--- src/rtl/assert_macros.svh ---
// assertion macros shared by the rtl of the pec transaction checker
// expects clk and rst_n in the scope of each use; no other dependencies
`ifndef ASSERT_MACROS_SVH
`define ASSERT_MACROS_SVH

`ifndef SYNTHESIS

// antecedent implies consequent in the same cycle
`define ASSERT_IMPLIES(lbl, ante, cons) \
  lbl: assert property (@(posedge clk) disable iff (!rst_n) (ante) |-> (cons)) \
    else $error("assertion failed");

// antecedent implies consequent in the next cycle
`define ASSERT_NEXT(lbl, ante, cons) \
  lbl: assert property (@(posedge clk) disable iff (!rst_n) (ante) |=> (cons)) \
    else $error("assertion failed");

`else

`define ASSERT_IMPLIES(lbl, ante, cons)
`define ASSERT_NEXT(lbl, ante, cons)

`endif

`endif

--- src/rtl/spc_pkg.sv ---
// types, codes and crc-8 table for the smbus pec transaction checker
// no dependencies
`timescale 1ns / 1ps

package spc_pkg;

  localparam int unsigned MaxBlockDef = 32;
  localparam logic [5:0]  CntMax      = 6'd63;

  typedef enum logic [1:0] {
    REQ_BEGIN = 2'd0,
    REQ_WRITE = 2'd1,
    REQ_READ  = 2'd2,
    REQ_END   = 2'd3
  } req_t;

  typedef enum logic [2:0] {
    ST_OK    = 3'd0,
    ST_ATTR  = 3'd1,
    ST_LEN   = 3'd2,
    ST_UNSUP = 3'd3,
    ST_CRC   = 3'd4
  } status_t;

  localparam logic [3:0] PROTO_QUICK_WR   = 4'd0;
  localparam logic [3:0] PROTO_QUICK_RD   = 4'd1;
  localparam logic [3:0] PROTO_SEND_BYTE  = 4'd2;
  localparam logic [3:0] PROTO_RECV_BYTE  = 4'd3;
  localparam logic [3:0] PROTO_WR_BYTE    = 4'd4;
  localparam logic [3:0] PROTO_RD_BYTE    = 4'd5;
  localparam logic [3:0] PROTO_WR_WORD    = 4'd6;
  localparam logic [3:0] PROTO_RD_WORD    = 4'd7;
  localparam logic [3:0] PROTO_WR_BLOCK   = 4'd8;
  localparam logic [3:0] PROTO_RD_BLOCK   = 4'd9;
  localparam logic [3:0] PROTO_PROC_CALL  = 4'd10;
  localparam logic [3:0] PROTO_BLK_PROC   = 4'd11;

  // flag bits: read phase, length from device, pec enabled
  typedef struct packed {
    logic pec;
    logic rlen;
    logic rd;
  } flags_t;

  typedef struct packed {
    logic       done;
    logic       append;
    logic [7:0] pec;
    status_t    status;
  } res_t;

  // crc-8 poly 0x07 of a nibble placed in the lower half
  function automatic logic [7:0] nib_tab(input logic [3:0] idx);
    logic [7:0] v;
    unique case (idx)
      4'h0: v = 8'h00;
      4'h1: v = 8'h07;
      4'h2: v = 8'h0E;
      4'h3: v = 8'h09;
      4'h4: v = 8'h1C;
      4'h5: v = 8'h1B;
      4'h6: v = 8'h12;
      4'h7: v = 8'h15;
      4'h8: v = 8'h38;
      4'h9: v = 8'h3F;
      4'hA: v = 8'h36;
      4'hB: v = 8'h31;
      4'hC: v = 8'h24;
      4'hD: v = 8'h23;
      4'hE: v = 8'h2A;
      default: v = 8'h2D;
    endcase
    return v;
  endfunction

  function automatic status_t check_flags(input logic [3:0] p, input flags_t f);
    status_t s;
    unique case (p)
      PROTO_QUICK_WR, PROTO_QUICK_RD:
        s = (f.rd || f.rlen || f.pec) ? ST_ATTR : ST_OK;
      PROTO_SEND_BYTE, PROTO_WR_BYTE, PROTO_WR_WORD, PROTO_WR_BLOCK:
        s = (f.rd || f.rlen) ? ST_ATTR : ST_OK;
      PROTO_RD_BLOCK, PROTO_BLK_PROC:
        s = (f.rd && f.rlen) ? ST_OK : ST_ATTR;
      PROTO_RECV_BYTE, PROTO_RD_BYTE, PROTO_RD_WORD, PROTO_PROC_CALL:
        s = (f.rd && !f.rlen) ? ST_OK : ST_ATTR;
      default:
        s = ST_UNSUP;
    endcase
    return s;
  endfunction

endpackage

--- src/rtl/smbus_pec_transaction_checker_top.sv ---
// result: each accepted word gives a result word, registered in out_r or skid_r
// throughput: one word per cycle while skid_r is empty; a result register plus
// a skid stage keep the input open while one result waits; the crc update is two folds deep
// reset: rst_n synchronous active low clears transaction state and valids
// top level of the smbus pec transaction checker; uses spc_pkg, spc_crc8_fold
`timescale 1ns / 1ps
`include "assert_macros.svh"

module smbus_pec_transaction_checker_top #(
  parameter int unsigned MAX_BLOCK = spc_pkg::MaxBlockDef
) (
  input  logic        clk,
  input  logic        rst_n,
  input  logic        in_tvalid,
  output logic        in_tready,
  // protocol[3:0], address[10:4], is_read[11], recv_len[12], pec_on[13],
  // data_byte[21:14], zero[23:22]
  input  logic [23:0] in_tdata,
  // req_type[1:0]
  input  logic [1:0]  in_tuser,
  output logic        out_tvalid,
  input  logic        out_tready,
  // status[2:0], pec_value[10:3], pec_append[11], zero[15:12]
  output logic [15:0] out_tdata,
  // done_res[0]
  output logic        out_tuser
);
  import spc_pkg::*;

  localparam logic [7:0] MaxBlk  = 8'(MAX_BLOCK);
  localparam logic [8:0] MaxBlk9 = 9'(MAX_BLOCK);

  // transaction state
  logic [3:0] proto_r,  proto_nxt;
  logic [6:0] addr_r,   addr_nxt;
  flags_t     flags_r,  flags_nxt;
  logic [7:0] crc_r,    crc_nxt;
  logic [5:0] wcnt_r,   wcnt_nxt;
  logic [5:0] rcnt_r,   rcnt_nxt;
  logic [7:0] bcw_r,    bcw_nxt;
  logic [7:0] bcr_r,    bcr_nxt;
  logic       rps_r,    rps_nxt;
  status_t    pend_r,   pend_nxt;

  // output register and skid stage
  res_t out_r, skid_r;
  logic out_valid_r, skid_valid_r;

  req_t       req;
  logic [3:0] in_proto;
  logic [6:0] in_addr;
  flags_t     in_flags;
  logic [7:0] in_byte;
  logic       push, pop;
  res_t       res;

  logic [7:0] fa_crc, fa_byte, fa_out;
  logic [7:0] fb_crc, fb_out;
  logic       len_ok;
  logic [7:0] w_less2;
  logic [8:0] bsum;

  assign req      = req_t'(in_tuser);
  assign in_proto = in_tdata[3:0];
  assign in_addr  = in_tdata[10:4];
  assign in_flags = '{pec: in_tdata[13], rlen: in_tdata[12], rd: in_tdata[11]};
  assign in_byte  = in_tdata[21:14];

  assign in_tready = !skid_valid_r;
  assign push      = in_tvalid && in_tready;
  assign pop       = out_valid_r && out_tready;

  // first fold: start address byte on begin, read address byte before first read
  assign fa_crc  = (req == REQ_BEGIN) ? 8'h00 : crc_r;
  assign fa_byte = (req == REQ_BEGIN) ? {in_addr, 1'b0} : {addr_r, 1'b1};
  assign fb_crc  = (req == REQ_READ && !rps_r) ? fa_out : crc_r;

  spc_crc8_fold u_fold_a (
    .crc_in  (fa_crc),
    .byte_in (fa_byte),
    .crc_out (fa_out)
  );

  spc_crc8_fold u_fold_b (
    .crc_in  (fb_crc),
    .byte_in (in_byte),
    .crc_out (fb_out)
  );

  assign w_less2 = {2'b00, wcnt_r - 6'd2};
  assign bsum    = {1'b0, bcw_r} + {1'b0, bcr_r};

  always_comb begin
    unique case (proto_r)
      PROTO_QUICK_WR, PROTO_QUICK_RD: len_ok = (wcnt_r == 6'd0) && (rcnt_r == 6'd0);
      PROTO_SEND_BYTE:  len_ok = (wcnt_r == 6'd1) && (rcnt_r == 6'd0);
      PROTO_RECV_BYTE:  len_ok = (wcnt_r == 6'd0) && (rcnt_r == 6'd1);
      PROTO_WR_BYTE:    len_ok = (wcnt_r == 6'd2) && (rcnt_r == 6'd0);
      PROTO_RD_BYTE:    len_ok = (wcnt_r == 6'd1) && (rcnt_r == 6'd1);
      PROTO_WR_WORD:    len_ok = (wcnt_r == 6'd3) && (rcnt_r == 6'd0);
      PROTO_RD_WORD:    len_ok = (wcnt_r == 6'd1) && (rcnt_r == 6'd2);
      PROTO_WR_BLOCK:
        len_ok = (wcnt_r >= 6'd3) && (rcnt_r == 6'd0) && (w_less2 == bcw_r) &&
                 (bcw_r <= MaxBlk);
      PROTO_RD_BLOCK:
        len_ok = (wcnt_r == 6'd1) && (rcnt_r != 6'd0) && (bcr_r <= MaxBlk);
      PROTO_PROC_CALL:  len_ok = (wcnt_r == 6'd3) && (rcnt_r == 6'd2);
      PROTO_BLK_PROC:
        len_ok = (wcnt_r >= 6'd3) && (rcnt_r != 6'd0) && (w_less2 == bcw_r) &&
                 (bcw_r <= MaxBlk) && (bsum <= MaxBlk9);
      default:          len_ok = 1'b0;
    endcase
  end

  always_comb begin
    proto_nxt  = proto_r;
    addr_nxt   = addr_r;
    flags_nxt  = flags_r;
    crc_nxt    = crc_r;
    wcnt_nxt   = wcnt_r;
    rcnt_nxt   = rcnt_r;
    bcw_nxt    = bcw_r;
    bcr_nxt    = bcr_r;
    rps_nxt    = rps_r;
    pend_nxt   = pend_r;
    res.status = pend_r;
    res.append = 1'b0;
    res.done   = 1'b0;
    unique case (req)
      REQ_BEGIN: begin
        proto_nxt  = in_proto;
        addr_nxt   = in_addr;
        flags_nxt  = in_flags;
        wcnt_nxt   = '0;
        rcnt_nxt   = '0;
        bcw_nxt    = '0;
        bcr_nxt    = '0;
        rps_nxt    = 1'b0;
        // receive byte starts with the read address, folded on its first byte
        crc_nxt    = (in_proto == PROTO_RECV_BYTE) ? 8'h00 : fa_out;
        pend_nxt   = check_flags(in_proto, in_flags);
        res.status = pend_nxt;
      end
      REQ_WRITE: begin
        crc_nxt = fb_out;
        if (wcnt_r == 6'd1) begin
          bcw_nxt = in_byte;
        end
        if (wcnt_r < CntMax) begin
          wcnt_nxt = wcnt_r + 6'd1;
        end
      end
      REQ_READ: begin
        crc_nxt = fb_out;
        rps_nxt = 1'b1;
        if (rcnt_r == 6'd0) begin
          bcr_nxt = in_byte;
        end
        if (rcnt_r < CntMax) begin
          rcnt_nxt = rcnt_r + 6'd1;
        end
      end
      default: begin
        res.done = 1'b1;
        if (pend_r == ST_OK) begin
          if (!len_ok) begin
            res.status = ST_LEN;
          end else if (flags_r.pec) begin
            if (flags_r.rd) begin
              if (crc_r != in_byte) begin
                res.status = ST_CRC;
              end
            end else begin
              res.append = 1'b1;
            end
          end
        end
      end
    endcase
    res.pec = crc_nxt;
  end

  always_ff @(posedge clk) begin
    if (!rst_n) begin
      proto_r <= '0;
      addr_r  <= '0;
      flags_r <= '0;
      crc_r   <= '0;
      wcnt_r  <= '0;
      rcnt_r  <= '0;
      bcw_r   <= '0;
      bcr_r   <= '0;
      rps_r   <= 1'b0;
      pend_r  <= ST_OK;
    end else if (push) begin
      proto_r <= proto_nxt;
      addr_r  <= addr_nxt;
      flags_r <= flags_nxt;
      crc_r   <= crc_nxt;
      wcnt_r  <= wcnt_nxt;
      rcnt_r  <= rcnt_nxt;
      bcw_r   <= bcw_nxt;
      bcr_r   <= bcr_nxt;
      rps_r   <= rps_nxt;
      pend_r  <= pend_nxt;
    end
  end

  // result register with skid: a new result arriving while out_r is stalled parks in skid_r
  always_ff @(posedge clk) begin
    if (!rst_n) begin
      out_valid_r  <= 1'b0;
      skid_valid_r <= 1'b0;
    end else if (skid_valid_r) begin
      if (pop) begin
        out_valid_r  <= 1'b1;
        skid_valid_r <= 1'b0;
      end
    end else if (push) begin
      if (!out_valid_r || pop) begin
        out_valid_r <= 1'b1;
      end else begin
        skid_valid_r <= 1'b1;
      end
    end else if (pop) begin
      out_valid_r <= 1'b0;
    end
  end

  always_ff @(posedge clk) begin
    if (skid_valid_r) begin
      if (pop) begin
        out_r <= skid_r;
      end
    end else if (push) begin
      if (!out_valid_r || pop) begin
        out_r <= res;
      end else begin
        skid_r <= res;
      end
    end
  end

  assign out_tvalid = out_valid_r;
  assign out_tdata  = {4'h0, out_r.append, out_r.pec, out_r.status};
  assign out_tuser  = out_r.done;

  `ASSERT_IMPLIES(a_skid_behind_out, skid_valid_r, out_valid_r)
  `ASSERT_IMPLIES(a_append_only_ok_end, out_valid_r && out_r.append,
                  out_r.done && (out_r.status == ST_OK))
  `ASSERT_IMPLIES(a_mismatch_only_end, out_valid_r && (out_r.status == ST_CRC), out_r.done)
  `ASSERT_NEXT(a_stall_no_push, skid_valid_r && !out_tready, skid_valid_r && out_valid_r)

endmodule

--- src/rtl/spc_crc8_fold.sv ---
// folds one byte into the smbus pec crc-8 (poly 0x07), two nibble lookups
// depends on spc_pkg for the nibble table
`timescale 1ns / 1ps

module spc_crc8_fold (
  input  logic [7:0] crc_in,
  input  logic [7:0] byte_in,
  output logic [7:0] crc_out
);
  import spc_pkg::*;

  logic [7:0] t;
  logic [7:0] c;

  always_comb begin
    t       = crc_in ^ byte_in;
    c       = nib_tab(t[7:4]);
    crc_out = {c[3:0], 4'h0} ^ nib_tab(c[7:4] ^ t[3:0]);
  end

endmodule
--- config.mk ---
export PLATFORM = sky130hd
export DESIGN_NAME = smbus_pec_transaction_checker_top
export DESIGN_NICKNAME = d
export VERILOG_FILES = /design/src/rtl/spc_pkg.sv /design/src/rtl/smbus_pec_transaction_checker_top.sv /design/src/rtl/spc_crc8_fold.sv
export VERILOG_INCLUDE_DIRS = /design/src /design/src/rtl
export SDC_FILE = /design/constraint.sdc
export NUM_CORES = 1
export LEC_CHECK = 0
export ABC_CLOCK_PERIOD_IN_PS = 7520
export BUFFER_PORTS_ARGS = -buffer_cell sky130_fd_sc_hd__buf_2
export CORE_UTILIZATION = 60
export CTS_CLUSTER_DIAMETER = 100
export DETAILED_ROUTE_END_ITERATION = 10
export HOLD_SLACK_MARGIN = 0.06
export PLACE_DENSITY = 0.77
export SLEW_MARGIN = 20
export SYNTH_ARGS = -nofsm -noshare
export SYNTH_HDL_FRONTEND = slang
export SYNTH_SLANG_ARGS = --single-unit
--- constraint.sdc ---
create_clock -name clk -period 7.52 [get_ports clk]
set_input_delay 1.128 -clock clk [delete_from_list [all_inputs] [get_ports clk]]
set_output_delay 1.128 -clock clk [all_outputs]
set_load 0.01 [all_outputs]
Word level (Yosys, flattened, before mapping)
Memories as Yosys holds them, arrays and structs flattened.
Index checks and enable logic that the tools add are counted.
- bits of input ports: 30
- logic and storage cells: 181
- memory bits (read-only): 384
- bits in registers: 81
- memories kept: 4
- output and inout port bits: 19
- bitwise operators: 8
- multiplexer cells: 44
- order comparisons: 6
- add/subtract/negate cells: 4
- equality and inequality tests: 37
- reduce and logical (&&, ||, !) cells: 57
- memories (memory ; depth ; width ; rd ports ; clocked after memory_dff ; write ports ; line ; RTL):
    (no name shown) ; 16 ; 6 ; 1 ; 0 ; 0 ; spc_pkg.sv:55 ; unique case (idx)
    (no name shown) ; 16 ; 6 ; 1 ; 0 ; 0 ; spc_pkg.sv:55 ;
    (no name shown) ; 16 ; 6 ; 1 ; 0 ; 0 ; spc_pkg.sv:55 ;
    (no name shown) ; 16 ; 6 ; 1 ; 0 ; 0 ; spc_pkg.sv:55 ;
- operator list (kind ; count):
    two-way mux 13 bit ; 4
    two-way mux 8 bit ; 6
    case mux 8 bit (2 select lines) ; 3
    == test 4 x 3 -> 1 bit (second input constant) ; 8
    == test 4 bit (second input constant) ; 8
    XOR 8 bit ; 4
    case mux 6 bit (2 select lines) ; 2
    logical AND 1 bit ; 22
    AND reduction 3 bit ; 7
    == test 6 x 2 -> 1 bit (second input constant) ; 3
    two-way mux 1 bit ; 17
    == test 4 x 2 -> 1 bit (second input constant) ; 4
    less-or-equal comparator 8 x 6 -> 1 bit (second input constant) ; 2
    two-way mux 3 bit ; 5
    adder 6 x 1 -> 6 bit (second input constant) ; 2
    == test 6 x 1 -> 1 bit (second input constant) ; 2
    logical NOT 6 bit ; 2
    less-than comparator 6 bit (second input constant) ; 2
    two-way mux 6 bit ; 2
    case mux 1 bit (11 select lines) ; 1
    nonzero test 2 bit ; 5
    adder 8 x 8 -> 9 bit ; 1
    less-or-equal comparator 9 x 6 -> 1 bit (second input constant) ; 1
    == test 4 x 1 -> 1 bit (second input constant) ; 2
    25 further kinds ; 41

Longest topological paths before layout
An unclocked memory read counts as a cell.
- depth in word-level cells: 17
- gate-level depth with buffers: 13
- mapped depth without buffers: 11

Hierarchy
A second synthesis with hierarchy kept.
- cells, all modules: 561
- area total of the unflattened synthesis: 5061.1 µm²
- by module, submodules not included (module ; area an instance (µm²) ; cells each ; seq. area each (µm²) ; instances):
    smbus_pec_transaction_checker_top ; 4633.2 ; 519 ; 1861.8 ; 1
    spc_crc8_fold at u_fold_a ; 215.2 ; 22 ; 0.0 ; 1
    spc_crc8_fold at u_fold_b ; 212.7 ; 20 ; 0.0 ; 1

Worst setup path after synthesis
Ideal clock, no wire load.
- path kind: input to register
- start point: input port in_tuser[0]
- end point: register out_r, in the netlist out_tdata[9], data pin
- setup time: 260 ps
- stages on the path: 11
- path buffers: 1
- data required time: 7260 ps
- setup slack: 3622 ps
- data arrival time: 3638 ps
- cells stage by stage: inv_1 > ha_1 > buf_2 > mux2i_4 > xnor3_1 > mux2i_1 > xnor2_1 > xor2_1 > xor2_1 > a221o_1 > mux2_4
- word-level cells in the longest chain between the ends: 15
- elaborated cells between the ends (all ways): 21
- those cells by class: eq/ne: 2; mux: 8; bitwise: 5; reduce/logical: 3; memory: 3
- ends and longest elaborated chain (item ; line ; RTL):
    start: declaration ; smbus_pec_transaction_checker_top.sv:20 ; input logic [1:0] in_tuser,
    logical NOT 2 bit ; smbus_pec_transaction_checker_top.sv:74, smbus_pec_transaction_checker_top.sv:75, smbus_pec_transaction_checker_top.sv:129 ;
    two-way mux 8 bit, on equally long branches ; smbus_pec_transaction_checker_top.sv:74, smbus_pec_transaction_checker_top.sv:75 ;
    XOR 8 bit ; spc_crc8_fold.sv:16 ; t = crc_in ^ byte_in;
    memory read (16 x 6 bit) ; - ;
    XOR 4 bit ; spc_crc8_fold.sv:18 ; crc_out = {c[3:0], 4'h0} ^ nib_tab(c[7:4] ^ t[3:0]);
    memory read (16 x 6 bit) ; - ;
    XOR 8 bit ; spc_crc8_fold.sv:18 ;
    two-way mux 8 bit ; smbus_pec_transaction_checker_top.sv:76 ; assign fb_crc = (req == REQ_READ && !rps_r) ? fa_out : crc_r;
    XOR 8 bit ; spc_crc8_fold.sv:16 ;
    memory read (16 x 6 bit) ; - ;
    XOR 8 bit ; spc_crc8_fold.sv:18 ;
    case mux 8 bit (2 select lines) * ; smbus_pec_transaction_checker_top.sv:129 ; unique case (req)
    named net crc_nxt[6] ; smbus_pec_transaction_checker_top.sv:37 ; logic [7:0] crc_r, crc_nxt;
    two-way mux 13 bit * ; smbus_pec_transaction_checker_top.sv:236 ; if (!out_valid_r || pop) begin
    two-way mux 13 bit * ; smbus_pec_transaction_checker_top.sv:235 ; end else if (push) begin
    two-way mux 13 bit * ; smbus_pec_transaction_checker_top.sv:231 ; if (skid_valid_r) begin
    end signal: assignment ; smbus_pec_transaction_checker_top.sv:233 ; out_r <= skid_r;
    end signal: assignment ; smbus_pec_transaction_checker_top.sv:237 ; out_r <= res;
    end: declaration ; smbus_pec_transaction_checker_top.sv:46 ; res_t out_r, skid_r;
Mark *: on every way through the listed nets, which the timed path passes. The rest lies on a longest branch. The select of a mux whose other input is x is not followed.
A chain may end at the register's enable or synchronous reset.

Worst setup path in the final report
Ends and elaborated chain as after synthesis.

==> impl_results.md <==
- Status: finished clean
- H-tree lvl count: 3
- Design area: 5753 µm²
- Post-cts sizing count: 0
- Vias: 4,422
- Number of distinct library cells after synthesis: 71
- Finished Core Util: between 60% and 70%
- Rows: 33
- M1 GR Usage: 40.73%
- Clk Latency, worst-skew pair: 0.36 ns
- Sequential area share after synthesis: a little over a third
- #FFs+latches synth: 80
- Critical path type: in -> reg
- Wire length per cell: between 15 and 20 µm
- Worst Path Max Fanout: 18
- DRT iter0 DRCs: roughly 300
- Psw: between 300 and 400 µW
- CP Data Required Time: 7.64 ns
- Min-delay src: addr_r[4]
- Hold Path Class: reg -> reg
- Unrepaired setup endpoints after global routing: false
- Final Hold Fails: 0
- Antenna violations before repair: 0
- Clock Skews: roughly 0.015 ns
- Synth Instances: 602
- Prevailing post-synth register cell: dfxtp_1
- Switching Fraction: 32.98%
- Seq pwr share: 42.0%
- DRT Pass-1 Iters: 5
- Setup Fix Bufs, Post-CTS: 0
- Vias in the first global route: 4,162
- Number of I/O port buffers: 42
- Top-Level Pins: 49
- Maximum vdd ir drop: 0.0001325 V
- Final GP Congestion: 0.8306
- Die Y: 96.17 µm
- Width of the die: 96.17 µm
- Reg clk slew, reported paths: 0.10 ns
- CTS Buffer Depth: 2
- Detailed Place HPWL: 9095 µm
- Grt total ovfl: 0
- Final setup viols: 0
- First-pass GRT wire length: 20,300 µm
- Nets: 678
- Syn. warnings: 0
- Crit path time final: 4.318 ns
- Clock share of power: ~28%
- Initial core utilization: ~63%
- N_diodes: 0
- GR Util met3: 4.344%
- Share of layout cells above drive strength 1: between 10% and 20%
- Hold-fix buffers at CTS: 0
- GRT Resource Usage Total: 28.79%
- Hold slack: 0.4841 ns
- Ys async rst share: 0%
- Setup crit start: in_tuser[0]
- Fin crit share: 57.42%
- Area growth, synth to finish: 8.137%
- Commonest non-fill, non-tap cell in the layout: nand2_1
- Slew Viols, Final: 0
- Pin count of the biggest net entering global routing: 52
- Core box area: 8382 µm²
- P per Cell Area: 208.6 nW/µm²
- RR Startpoint: bcw_r[0]
- Fmax achieved: 0.2316 GHz
- DIE AREA: 9248 µm²
- Fin worst setup slack: 3.202 ns
- Fin cells: around 740
- MaxCap Viol Count: 0
- Max-Slew Margin vs Limit: 37.71%
- Most frequent cells in the layout: 93 x nand2_1, 54 x dfxtp_1, 42 x buf_2, 32 x o21ai_0, 28 x a21boi_0
- Crit-path cells: buf_2, inv_1, ha_1, buf_4, mux2i_4, xnor3_1, mux2i_1, xnor2_1, xor2_1, xor2_1, a221o_1, mux2_4
- P_int: 804.1 µW
- CTS Buf Count: 9
- DP Area: 5540 µm²
- Top Usage Layer GRT: met2
- Crit path max-delay family: XOR/XNOR gates
- Most used cell, CP: xor2_1
- Lkg Pwr: approximately 2.3 nW
- Max stage delay on crit path: 0.48 ns
- Final antenna-violating net count: 0
- CTS sink count: 80
- WP buf/inv: 3
- Drt via density: 6.016
- Setup TNS: 0 ns
- Syn Area/Cell: 8.837 µm²
- Overall Power: roughly 1.2 mW
- Power share of the combinational group: between 20 and 30%
- CP max stage cell: mux2i_4
- Critical Path AT: 4.44 ns
- Post-placement setup slack: 2.865 ns
- Cells after DPL: 719
- Met2 Resource Use GR: between 40 and 50%
- Drt drc: 0
- Mapped Area: 5320 µm²
- Worst Tran Pin Value: 0.9324 ns
- Final wirelength: between 10,000 and 15,000 µm
- Post-synth EDFFs: 26
- CP Launch Type: input port
- Crit. End Element: flip-flop
- CTS tree: done
- Clock root cell: clkbuf_8
-- tightest hold or removal path, delay by kind of cell (launching register included) --
| kind | cells | cell delay (ns) |
|---|---|---|
| AOI/OAI and AO/OA | 1 | 0.06 |
| and+or+nand+nor | 1 | 0.05 |
| DFF | 1 | 0.33 |
-- sequential cells by signal, indices dropped and copies added (netlist names), 2 cells and up --
signal	flops
skid_r	13
out_tdata	12
bcr_r	8
bcw_r	8
crc_r	8
addr_r	7
rcnt_r	6
wcnt_r	6
proto_r	4
flags_r	2
pend_r	2
-- routing by layer --
metal,wire length (µm),up-vias
met1,5838,2105
met2,5634,141
met4,170,0
met5,0,-
li1,-,2162
met3,758,14
-- synth_stat cells (5+ instances only) --
cell,n,area share [%]
a21boi_0,28,4.0
a21oi_1,24,2.3
a22oi_1,6,0.85
a31oi_1,8,0.94
and2_1,6,0.71
clkbuf_1,26,1.8
dfxtp_1,54,20
edfxtp_1,26,15
ha_1,22,5.2
inv_1,19,1.3
mux2_2,7,1.5
mux2i_1,16,3.0
nand2_1,93,6.6
nand2b_1,12,1.4
nand3_1,24,2.3
nand3b_1,5,0.71
nand4_1,6,0.71
nor2_1,27,1.9
nor2b_1,16,1.9
nor3_1,8,0.75
nor4_1,7,0.82
o21ai_0,32,3.0
xnor2_1,27,4.4
xnor3_1,5,2.1
xor2_1,21,3.5
-- power groups by stage --
| stage | Combinational, mW | Sequential, mW | Clock [mW] |
|---|---|---|---|
| floorplan | 0.270 | 0.512 | 0 |
| global route | 0.389 | 0.507 | 0.359 |
| global placement | 0.338 | 0.512 | 0 |
| detailed placement | 0.350 | 0.513 | 0 |
| CTS | 0.354 | 0.504 | 0.343 |
| finish | 0.356 | 0.504 | 0.339 |
-- final timing paths --
kind,slack [ns],cells past startpoint,endpoint
worst max register to register,4.05,11,out_tdata[2]
worst min-delay path,0.48,2,addr_r[4]
worst max-delay path,3.20,12,out_tdata[9]
worst min register to register,0.48,2,addr_r[4]
-- cell type report --
class                           count  area, µm²
Multi-Input combinational cell    472       3258
Sequential cell                    80       1862
Clock inverter                      7      88.84
Clock buffer                        9      123.9
Fill cell                         696       2629
Tap cell                          105      131.4
Inverter                           19      71.32
Timing Repair Buffer               43      217.7
-- kinds of logic (layout without fill, tap and decap cells) --
family | count (synthesis) | in the layout | share of synthesized area [%]
AO/OA/AOI/OAI | 134 | 134 | 17.07
other | 1 | 4 | 0.07049
buffers and inverters | 53 | 78 | 4.045
XOR/XNOR | 58 | 58 | 11.76
AND/OR/NAND/NOR | 227 | 227 | 21.05
multiplexers | 26 | 26 | 5.456
adder cells (fa/ha/maj) | 23 | 23 | 5.550
flip-flops | 80 | 80 | 35.00
No activity file was read; power rests on OpenSTA's default activity.
